**config.mk**
```make
export PLATFORM = sky130hd
export DESIGN_NAME = humidity_dewpoint_integer_compensation
export DESIGN_NICKNAME = d
export VERILOG_FILES = /design/src/rtl/hdic_pkg.sv /design/src/rtl/humidity_dewpoint_integer_compensation.sv
export SDC_FILE = /design/constraint.sdc
export NUM_CORES = 2
export LEC_CHECK = 0
export ABC_AREA = 1
export BUFFER_PORTS_ARGS = -buffer_cell sky130_fd_sc_hd__buf_4
export CORE_MARGIN = 4
export CORE_UTILIZATION = 46
export DETAILED_ROUTE_END_ITERATION = 8
export GPL_ROUTABILITY_DRIVEN = 0
export PLACE_DENSITY = 0.57
export SLEW_MARGIN = 10
export SYNTH_ARGS = -nofsm -noshare
export SYNTH_HDL_FRONTEND = slang
export SYNTH_SLANG_ARGS = --single-unit
```
**constraint.sdc**
```tcl
create_clock -name i_clk -period 24.8 [get_ports i_clk]
set_input_delay 3.72 -clock i_clk [delete_from_list [all_inputs] [get_ports i_clk]]
set_output_delay 3.72 -clock i_clk [all_outputs]
set_load 0.01 [all_outputs]
```
**src/rtl/hdic_pkg.sv**
```systemverilog
`timescale 1ns / 1ps

package hdic_pkg;

    // pipeline depth, input to output register
    localparam int NSTG = 12;

    // restoring dividers: width of the numerator/quotient word, steps per stage
    localparam int DIV_W     = 18;
    localparam int DIV_STEPS = 6;
    localparam int DEN_W     = 9;

    localparam logic [11:0] SEG_SPLIT = 12'd1712;
    localparam logic [17:0] SEG1_OFS  = 18'd2048;
    localparam logic [17:0] SEG2_OFS  = 18'd5790;
    localparam logic [11:0] TEMP_OFS  = 12'd397;
    localparam logic [9:0]  LOG_K     = 10'd980;
    localparam logic [9:0]  MAG_A     = 10'd881;
    localparam logic [12:0] MAG_2A    = 13'd1762;
    localparam int          MAG_NUM   = 24310;
    localparam logic [14:0] LOG_OFS   = 15'd20000;
    localparam logic [8:0]  MAG_B     = 9'd243;
    localparam logic [5:0]  ROUND_DEW = 6'd51;

    // reciprocals: x*M >> S equals x/d over the ranges used here
    localparam logic [16:0] RECIP_SEG = 17'd82242;  // /102 >>23, /51 >>22
    localparam logic [15:0] RECIP_10  = 16'd52429;  // >>19
    localparam logic [11:0] RECIP_80  = 12'd3277;   // >>18
    localparam logic [12:0] RECIP_100 = 13'd5243;   // >>19
    localparam logic [14:0] RECIP_43  = 15'd24386;  // >>20

    // quotient count for 24310/den goes up to this many thresholds
    localparam int QD_N = 31;

    typedef struct packed {
        logic [DEN_W-1:0] rem;
        logic [DIV_W-1:0] nq;
    } t_div;

    function automatic t_div div_steps(input t_div d, input logic [DEN_W-1:0] den);
        t_div           r;
        logic [DEN_W:0] rem_w;
        r = d;
        for (int i = 0; i < DIV_STEPS; i++) begin
            rem_w = {r.rem, r.nq[DIV_W-1]};
            r.nq  = {r.nq[DIV_W-2:0], 1'b0};
            if (rem_w >= {1'b0, den}) begin
                rem_w   = rem_w - {1'b0, den};
                r.nq[0] = 1'b1;
            end
            r.rem = rem_w[DEN_W-1:0];
        end
        return r;
    endfunction

endpackage

```
**src/rtl/humidity_dewpoint_integer_compensation.sv**
```systemverilog
`timescale 1ns / 1ps

// channel  | dir | fields (low bit up)                                   | handshake
// s_axis   | in  | tdata: humidity_ticks[11:0], temperature_ticks[25:12] | tvalid/tready
// m_axis   | out | tdata: temperature_tenths, humidity_percent, dewpoint | tvalid/tready
//          |     | tuser: dew_valid                                      |
// One word per cycle in and out while the output is not stalled, through a 12-stage pipeline.
// The deepest logic sits in three stages of six restoring divider steps each,
// with separate dividers for the log and Magnus quotients running side by side.
// Synchronous active-low reset clears the valid bits only.
// A stall on the output freezes every stage; no word is dropped or repeated.

module humidity_dewpoint_integer_compensation
    import hdic_pkg::*;
(
    input  logic        i_clk,
    input  logic        i_rst_n,
    input  logic        i_s_axis_tvalid,
    output logic        o_s_axis_tready,
    input  logic [31:0] i_s_axis_tdata,   // humidity_ticks[11:0], temperature_ticks[25:12]
    output logic        o_m_axis_tvalid,
    input  logic        i_m_axis_tready,
    output logic [31:0] o_m_axis_tdata,   // temperature_tenths[11:0], humidity_percent[18:12],
                                          // dewpoint_tenths[30:19]
    output logic        o_m_axis_tuser    // dew_valid[0]
);

    logic [NSTG-1:0] r_vld;
    logic            advance;

    assign advance         = ~r_vld[NSTG-1] | i_m_axis_tready;
    assign o_s_axis_tready = advance;
    assign o_m_axis_tvalid = r_vld[NSTG-1];

    always_ff @(posedge i_clk) begin
        if (!i_rst_n) begin
            r_vld <= '0;
        end else if (advance) begin
            r_vld <= {r_vld[NSTG-2:0], i_s_axis_tvalid};
        end
    end

    // ---------------- stage 0: temperature, linear humidity ----------------
    logic [11:0]        s0_h;
    logic [13:0]        s0_tt;
    logic [29:0]        s0_tprod;
    logic signed [11:0] n_temp;
    logic               s0_seg1;
    logic [17:0]        s0_p36;
    logic [17:0]        s0_num;
    logic [34:0]        s0_lprod;
    logic [10:0]        n_rh10;

    always_comb begin
        s0_h     = i_s_axis_tdata[11:0];
        s0_tt    = i_s_axis_tdata[25:12];
        s0_tprod = 30'(s0_tt) * 30'(RECIP_10);
        n_temp   = $signed({1'b0, s0_tprod[29:19]}) - $signed(TEMP_OFS);
        s0_seg1  = s0_h < SEG_SPLIT;
        s0_p36   = 18'(s0_h) * 18'd36;
        if (s0_seg1) begin
            s0_num = (s0_p36 < SEG1_OFS) ? '0 : s0_p36 - SEG1_OFS;
        end else begin
            s0_num = 18'(s0_h) * 18'd14 + SEG2_OFS;
        end
        s0_lprod = 35'(s0_num) * 35'(RECIP_SEG);
        n_rh10   = s0_seg1 ? s0_lprod[33:23] : s0_lprod[32:22];
    end

    logic signed [11:0] r_temp [NSTG];
    logic [10:0]        r_rh10;

    // ---------------- stage 1: round, temperature fractions ----------------
    logic [26:0]        s1_rprod;
    logic [6:0]         s1_rhl;
    logic [6:0]         n_rhl;
    logic [10:0]        s1_mag;
    logic [22:0]        s1_p80;
    logic [26:0]        s1_p10;
    logic signed [5:0]  n_t80;
    logic signed [8:0]  n_t10;

    always_comb begin
        s1_rprod = 27'(r_rh10 + 11'd5) * 27'(RECIP_10);
        s1_rhl   = s1_rprod[25:19];
        n_rhl    = (s1_rhl > 7'd98) ? 7'd100 : s1_rhl;
        s1_mag   = r_temp[0][11] ? 11'(-r_temp[0]) : 11'(r_temp[0]);
        s1_p80   = 23'(s1_mag) * 23'(RECIP_80);
        s1_p10   = 27'(s1_mag) * 27'(RECIP_10);
        n_t80    = r_temp[0][11] ? -$signed({1'b0, s1_p80[22:18]})
                                 : $signed({1'b0, s1_p80[22:18]});
        n_t10    = r_temp[0][11] ? -$signed({1'b0, s1_p10[26:19]})
                                 : $signed({1'b0, s1_p10[26:19]});
    end

    logic [6:0]        r_rhl;
    logic signed [5:0] r_t80;
    logic signed [8:0] r_t10;

    // ---------------- stage 2: compensated humidity, divider setup ----------------
    logic signed [8:0] s2_sum;
    logic [6:0]        n_x;
    logic [6:0]        s2_qmag;
    logic [16:0]       s2_qnum;
    t_div              n_dq;
    t_div              n_dl;
    logic [DEN_W-1:0]  n_qden;
    logic [DEN_W-1:0]  n_lden;

    always_comb begin
        s2_sum = $signed({2'b0, r_rhl}) + 9'(r_t80) - 9'sd3;
        if (s2_sum < 0) begin
            n_x = '0;
        end else if (s2_sum > 9'sd100) begin
            n_x = 7'd100;
        end else begin
            n_x = s2_sum[6:0];
        end
        s2_qmag  = r_t10[8] ? 7'(-r_t10) : 7'(r_t10);
        s2_qnum  = 17'(s2_qmag) * 17'(MAG_A);
        n_qden   = 9'($signed({1'b0, MAG_B}) + 10'(r_t10));
        n_lden   = (n_x < 7'd8) ? 9'd8 : 9'(n_x);
        n_dq.rem = '0;
        n_dq.nq  = DIV_W'(s2_qnum);
        n_dl.rem = '0;
        n_dl.nq  = DIV_W'(LOG_K);
    end

    logic [6:0]       r_rh   [2:NSTG-1];
    logic             r_qneg [2:5];
    logic [DEN_W-1:0] r_qden [2:5];
    logic [DEN_W-1:0] r_lden [2:5];
    t_div             r_dq   [2:5];
    t_div             r_dl   [2:5];

    // ---------------- stage 6: log approximation ----------------
    logic [6:0]        s6_x;
    logic [6:0]        s6_lq;
    logic [9:0]        s6_dif;
    logic [25:0]       s6_ap;
    logic [10:0]       s6_x19;
    logic [26:0]       s6_p19;
    logic [12:0]       s6_x67;
    logic [25:0]       s6_p67;
    logic [8:0]        s6_lg;
    logic [7:0]        n_lg;
    logic [8:0]        s6_qv;
    logic signed [9:0] n_q;

    always_comb begin
        s6_x   = r_rh[5];
        s6_lq  = r_dl[5].nq[6:0];
        s6_dif = LOG_K - 10'(s6_lq);
        s6_ap  = 26'(s6_dif) * 26'(RECIP_10);
        s6_x19 = 11'(s6_x) * 11'd19;
        s6_p19 = 27'(s6_x19) * 27'(RECIP_10);
        s6_x67 = 13'(s6_x) * 13'd67;
        s6_p67 = 26'(s6_x67) * 26'(RECIP_100);
        if (s6_x < 7'd31) begin
            s6_lg = 9'(s6_ap[25:19]) + 9'(s6_p19[26:19]) - 9'd4;
        end else if (s6_x > 7'd51 && s6_x < 7'd81) begin
            s6_lg = 9'(s6_ap[25:19]) + 9'(s6_p67[25:19]) + 9'd42;
        end else begin
            s6_lg = 9'(s6_ap[25:19]) + 9'(s6_p67[25:19]) + 9'd39;
        end
        if (s6_x == 7'd1) begin
            n_lg = '0;
        end else if (s6_x < 7'd8) begin
            n_lg = 8'(s6_x) * 8'd11 + 8'd11;
        end else if (s6_lg > 9'd200) begin
            n_lg = 8'd200;
        end else begin
            n_lg = s6_lg[7:0];
        end
        s6_qv = r_dq[5].nq[8:0];
        n_q   = r_qneg[5] ? -$signed({1'b0, s6_qv}) : $signed({1'b0, s6_qv});
    end

    logic [7:0]        r_lg;
    logic signed [9:0] r_q6;

    // ---------------- stage 7: log offset ----------------
    logic [14:0] n_lmag;
    assign n_lmag = LOG_OFS - 15'(r_lg) * 15'd100;

    logic [14:0]       r_lmag;
    logic signed [9:0] r_q7;

    // ---------------- stage 8: k and denominator ----------------
    logic [29:0]        s8_kp;
    logic signed [11:0] n_k;
    logic signed [12:0] n_den;

    always_comb begin
        s8_kp = 30'(r_lmag) * 30'(RECIP_43);
        n_k   = (12'(r_q7) <<< 1) - $signed({2'b0, s8_kp[29:20]});
        n_den = $signed(MAG_2A) - 13'(n_k);
    end

    logic signed [11:0] r_k8;
    logic signed [12:0] r_den;

    // ---------------- stage 9: 24310/den by threshold count ----------------
    logic [QD_N-1:0] s9_hit;

    for (genvar g = 0; g < QD_N; g++) begin : g_th
        localparam logic [15:0] TH = 16'(MAG_NUM / (g + 1));
        assign s9_hit[g] = (r_den > 0) && ($signed(TH) >= 16'(r_den));
    end

    logic [4:0] n_qd;
    logic       n_dv;

    always_comb begin
        n_qd = '0;
        for (int i = 0; i < QD_N; i++) begin
            n_qd = n_qd + 5'(s9_hit[i]);
        end
        n_dv = (r_den != 0);
    end

    logic [4:0]         r_qd;
    logic signed [11:0] r_k9;
    logic               r_dv [9:NSTG-1];

    // ---------------- stage 10: dew product and rounding ----------------
    logic signed [17:0] s10_prod;
    logic signed [17:0] n_dew;

    always_comb begin
        s10_prod = 18'($signed({1'b0, r_qd})) * 18'(r_k9);
        if (!r_dv[9]) begin
            n_dew = '0;
        end else if (s10_prod < 0) begin
            n_dew = s10_prod - $signed({12'b0, ROUND_DEW});
        end else begin
            n_dew = s10_prod + $signed({12'b0, ROUND_DEW});
        end
    end

    logic signed [17:0] r_dew;

    // ---------------- stage 11: divide by ten toward zero ----------------
    logic [14:0] s11_mag;
    logic [30:0] s11_p;
    logic [11:0] n_dp;

    always_comb begin
        s11_mag = r_dew[17] ? 15'(-r_dew) : 15'(r_dew);
        s11_p   = 31'(s11_mag) * 31'(RECIP_10);
        n_dp    = r_dew[17] ? -s11_p[30:19] : s11_p[30:19];
    end

    logic [11:0] r_dp;

    // ---------------- payload registers: hold while stalled ----------------
    always_ff @(posedge i_clk) begin
        if (advance) begin
            r_temp[0] <= n_temp;
            for (int i = 1; i < NSTG; i++) begin
                r_temp[i] <= r_temp[i-1];
            end
            r_rh10 <= n_rh10;
            r_rhl  <= n_rhl;
            r_t80  <= n_t80;
            r_t10  <= n_t10;

            r_rh[2]   <= n_x;
            r_qneg[2] <= r_t10[8];
            r_qden[2] <= n_qden;
            r_lden[2] <= n_lden;
            r_dq[2]   <= n_dq;
            r_dl[2]   <= n_dl;
            for (int i = 3; i < NSTG; i++) begin
                r_rh[i] <= r_rh[i-1];
            end
            for (int i = 3; i <= 5; i++) begin
                r_qneg[i] <= r_qneg[i-1];
                r_qden[i] <= r_qden[i-1];
                r_lden[i] <= r_lden[i-1];
                r_dq[i]   <= div_steps(r_dq[i-1], r_qden[i-1]);
                r_dl[i]   <= div_steps(r_dl[i-1], r_lden[i-1]);
            end

            r_lg   <= n_lg;
            r_q6   <= n_q;
            r_lmag <= n_lmag;
            r_q7   <= r_q6;
            r_k8   <= n_k;
            r_den  <= n_den;
            r_qd   <= n_qd;
            r_k9   <= r_k8;
            r_dv[9] <= n_dv;
            for (int i = 10; i < NSTG; i++) begin
                r_dv[i] <= r_dv[i-1];
            end
            r_dew <= n_dew;
            r_dp  <= n_dp;
        end
    end

    assign o_m_axis_tdata = {1'b0, r_dp, r_rh[NSTG-1], r_temp[NSTG-1]};
    assign o_m_axis_tuser = r_dv[NSTG-1];

endmodule

```
==> results.ini <==
[timing]
final_hold_viol_count = 0
slew_violations = 0
setup_viol = 0
finalSetupTns_ps = 0
rsz0062_at_grt = no
fin_ws_ps = 11230
min_period_over_period = 0.547
min_period_ps = 13570
worst_pin_slew_ps = 1100
maxSlewHeadroom = 0.245
max_freq_mhz = 73.7
fin_skew_ps = 39.9

[yosys]
synth_top_area_cell = ha_1
yosysWarnings = 0
netlist_area_mm2 = 0.0675
synth_cells = 7541
synth_commonest_cells = 1,475 x inv_1, 1,319 x ha_1, 1,066 x nand2_1
ys_seq_elements = 515
synth_edf_count = 503
ys_top_cells_by_area = ha_1 24%, edfxtp_1 22%, fa_1 15%
synth_cell_types = 73
synth.avg_cell_area_um2 = 8.96
synth_most_common_cell = inv_1
ys_seq_area_frac = 0.227
synth.top_cell.area_share = 0.244
ys_async_sr_fraction = 0
synth-main-ff-cell = edfxtp_1

[route]
vias = 48399
wl_per_cell_um = 13.8
dr.pass1.iters = 7
drt_iter0_drc = 2079
routed_wl_um = 132000
drc = 0
drtAntennaViolNets = 0
via_per_inst = 5.06

[setup_path]
arrival_ps = 13970
r2r-start = r_qden[3][1]
critPathCaptureType = flip-flop
required_ps = 25200
critPathLaunch = r_qden[3][1]
critPathMaxFanout = 16
crit_path_frequent_cell = nand2_1
critPathMaxStageDelay_ps = 570
start_kind = flip-flop
path_class = flip-flop to flip-flop
slowest_stage = edfxtp_1
reg2reg_depth = 65

[global_route]
grt_pass1_vias = 48408
antenna_found_initial = 0
grt_first_pass_wirelength_um = 229000
grt_usage = 0.176
grt_max_degree = 145
grt.overflow.total = 0

[clock_tree]
numCtsBuffers = 58
cts_tree = built
clock_sinks = 515
post_cts_buffers = 0
worst_skew_pair.late_latency_ps = 660
clockBufferDepth = 3
clkSlewWorstSetupHoldPaths_ps = 60
postCtsHoldBufs = 0
post_cts_resized = 0
root_buffer = clkbuf_16
ctsHtreeMaxLevel = 2

[die]
initial_core_util = 0.463
boundaryPins = 71
row_count = 140
die-width_um = 391
die_h_um = 391
die-area_mm2 = 0.153
core_mm2 = 0.146

[placement]
portBuffers = 63
pre_cts_slack_ps = 11320
hpwl_um = 111000

[finish]
n_fill_cell = 13921
areaGrowthSynthToFinish_pct = 6.73
drive_above_1_share = 0.0415
final_nets = 9482
diodes = 0

[worst_hold_path]
whs_path_depth = 0
min-delay-start = r_q6[8]
hold_path_class = flip-flop to flip-flop

[flow_run]
drv_cap = 0

[status]
status = complete, no violations

[critical path, delay by kind of cell (launching register included)]
family | cells | cell delay, ps
AO/OA/AOI/OAI | 26 | 5410
AND/OR/NAND/NOR | 24 | 3440
buffers and inverters | 9 | 1360
adder cells (fa/ha/maj) | 6 | 2560
flip-flops | 1 | 570
[flip-flops by register name, summed over array words and instances (netlist names), 7 cells and up]
register and flops:
r_temp 144, r_q6 10, r_qden 27, r_dq 65, r_dew 16, r_den 12, r_rh10 11, r_lg 8
r_dl 26, r_k9 12, r_q7 10, r_rh 70, r_k8 12, r_lden 21, r_dp 12, r_rhl 7
r_t10 9, r_lmag 13, r_vld 12
[cell usage in the layout, fill, tap and decap left out, drive strengths merged, types with 23 or more instances in the layout]
cell type  instances
inv             1510
ha              1319
nand2           1092
a21oi            516
fa               514
edfxtp           503
nor2             411
o21ai            389
xor2             310
nand3            276
xnor2            167
buf               75
nor3              74
clkbuf            66
o21bai            59
nand4             54
a21o              42
or2               34
a31oi             25
clkinv            23
[metrics by stage]
stage | cells | instance area [um2] | util | hold WS (ps)
floorplan | 7545 | 67600 | - | 400
global placement | 9470 | 70200 | 0.481 | 401
detailed placement | 9470 | 70200 | 0.481 | 405
CTS | 9574 | 72100 | 0.495 | 387
global route | 9574 | 72100 | 0.495 | 404
finish | 9574 | 72100 | 0.495 | 394
[layer usage]
layer | up-vias | track usage | part of all wire
met5 | - | 0 | 0
met2 | 519 | 0.305 | 0.48
li1 | 25066 | - | -
met3 | 114 | 0.0145 | 0.026
met1 | 22700 | 0.243 | 0.48
met4 | 0 | 0.0312 | 0.015
[kinds of logic (layout without fill, tap and decap cells)]
| logic type | Yosys count | after routing | synth area share |
|---|---|---|---|
| muxes | 6 | 6 | 0.000945 |
| DFF | 515 | 515 | 0.227 |
| xor gates and xnor gates | 477 | 477 | 0.0619 |
| and+or+nand+nor | 1988 | 1988 | 0.128 |
| adders and majority gates | 1833 | 1833 | 0.397 |
| AOI/OAI and AO/OA | 1147 | 1147 | 0.0958 |
| other | 1 | 5 | 0.0000555 |
| buffers and inverters | 1574 | 1686 | 0.0894 |
[worst paths after layout]
| path | endpoint | slack [ps] |
|---|---|---|
| setup / recovery | r_dq[2][19] | 11230 |
| hold / removal | r_q7[8] | 390 |
| setup reg to reg | r_dq[2][19] | 11230 |
| hold reg to reg | r_q7[8] | 390 |
[layout make-up]
class	count	area, um2	share of cell area
Sequential cell	515	15300	0.213
Clock inverter	38	438	0.00608
Inverter	1507	5670	0.0787
Tap cell	1917	2400	0.0333
Clock buffer	66	1480	0.0206
Timing Repair Buffer	75	576	0.00798
Multi-Input combinational cell	5456	46200	0.641
Power is left out: the tool's default activity adds up to more than one toggle a clock period on the data nets, which glitch-free logic cannot reach.
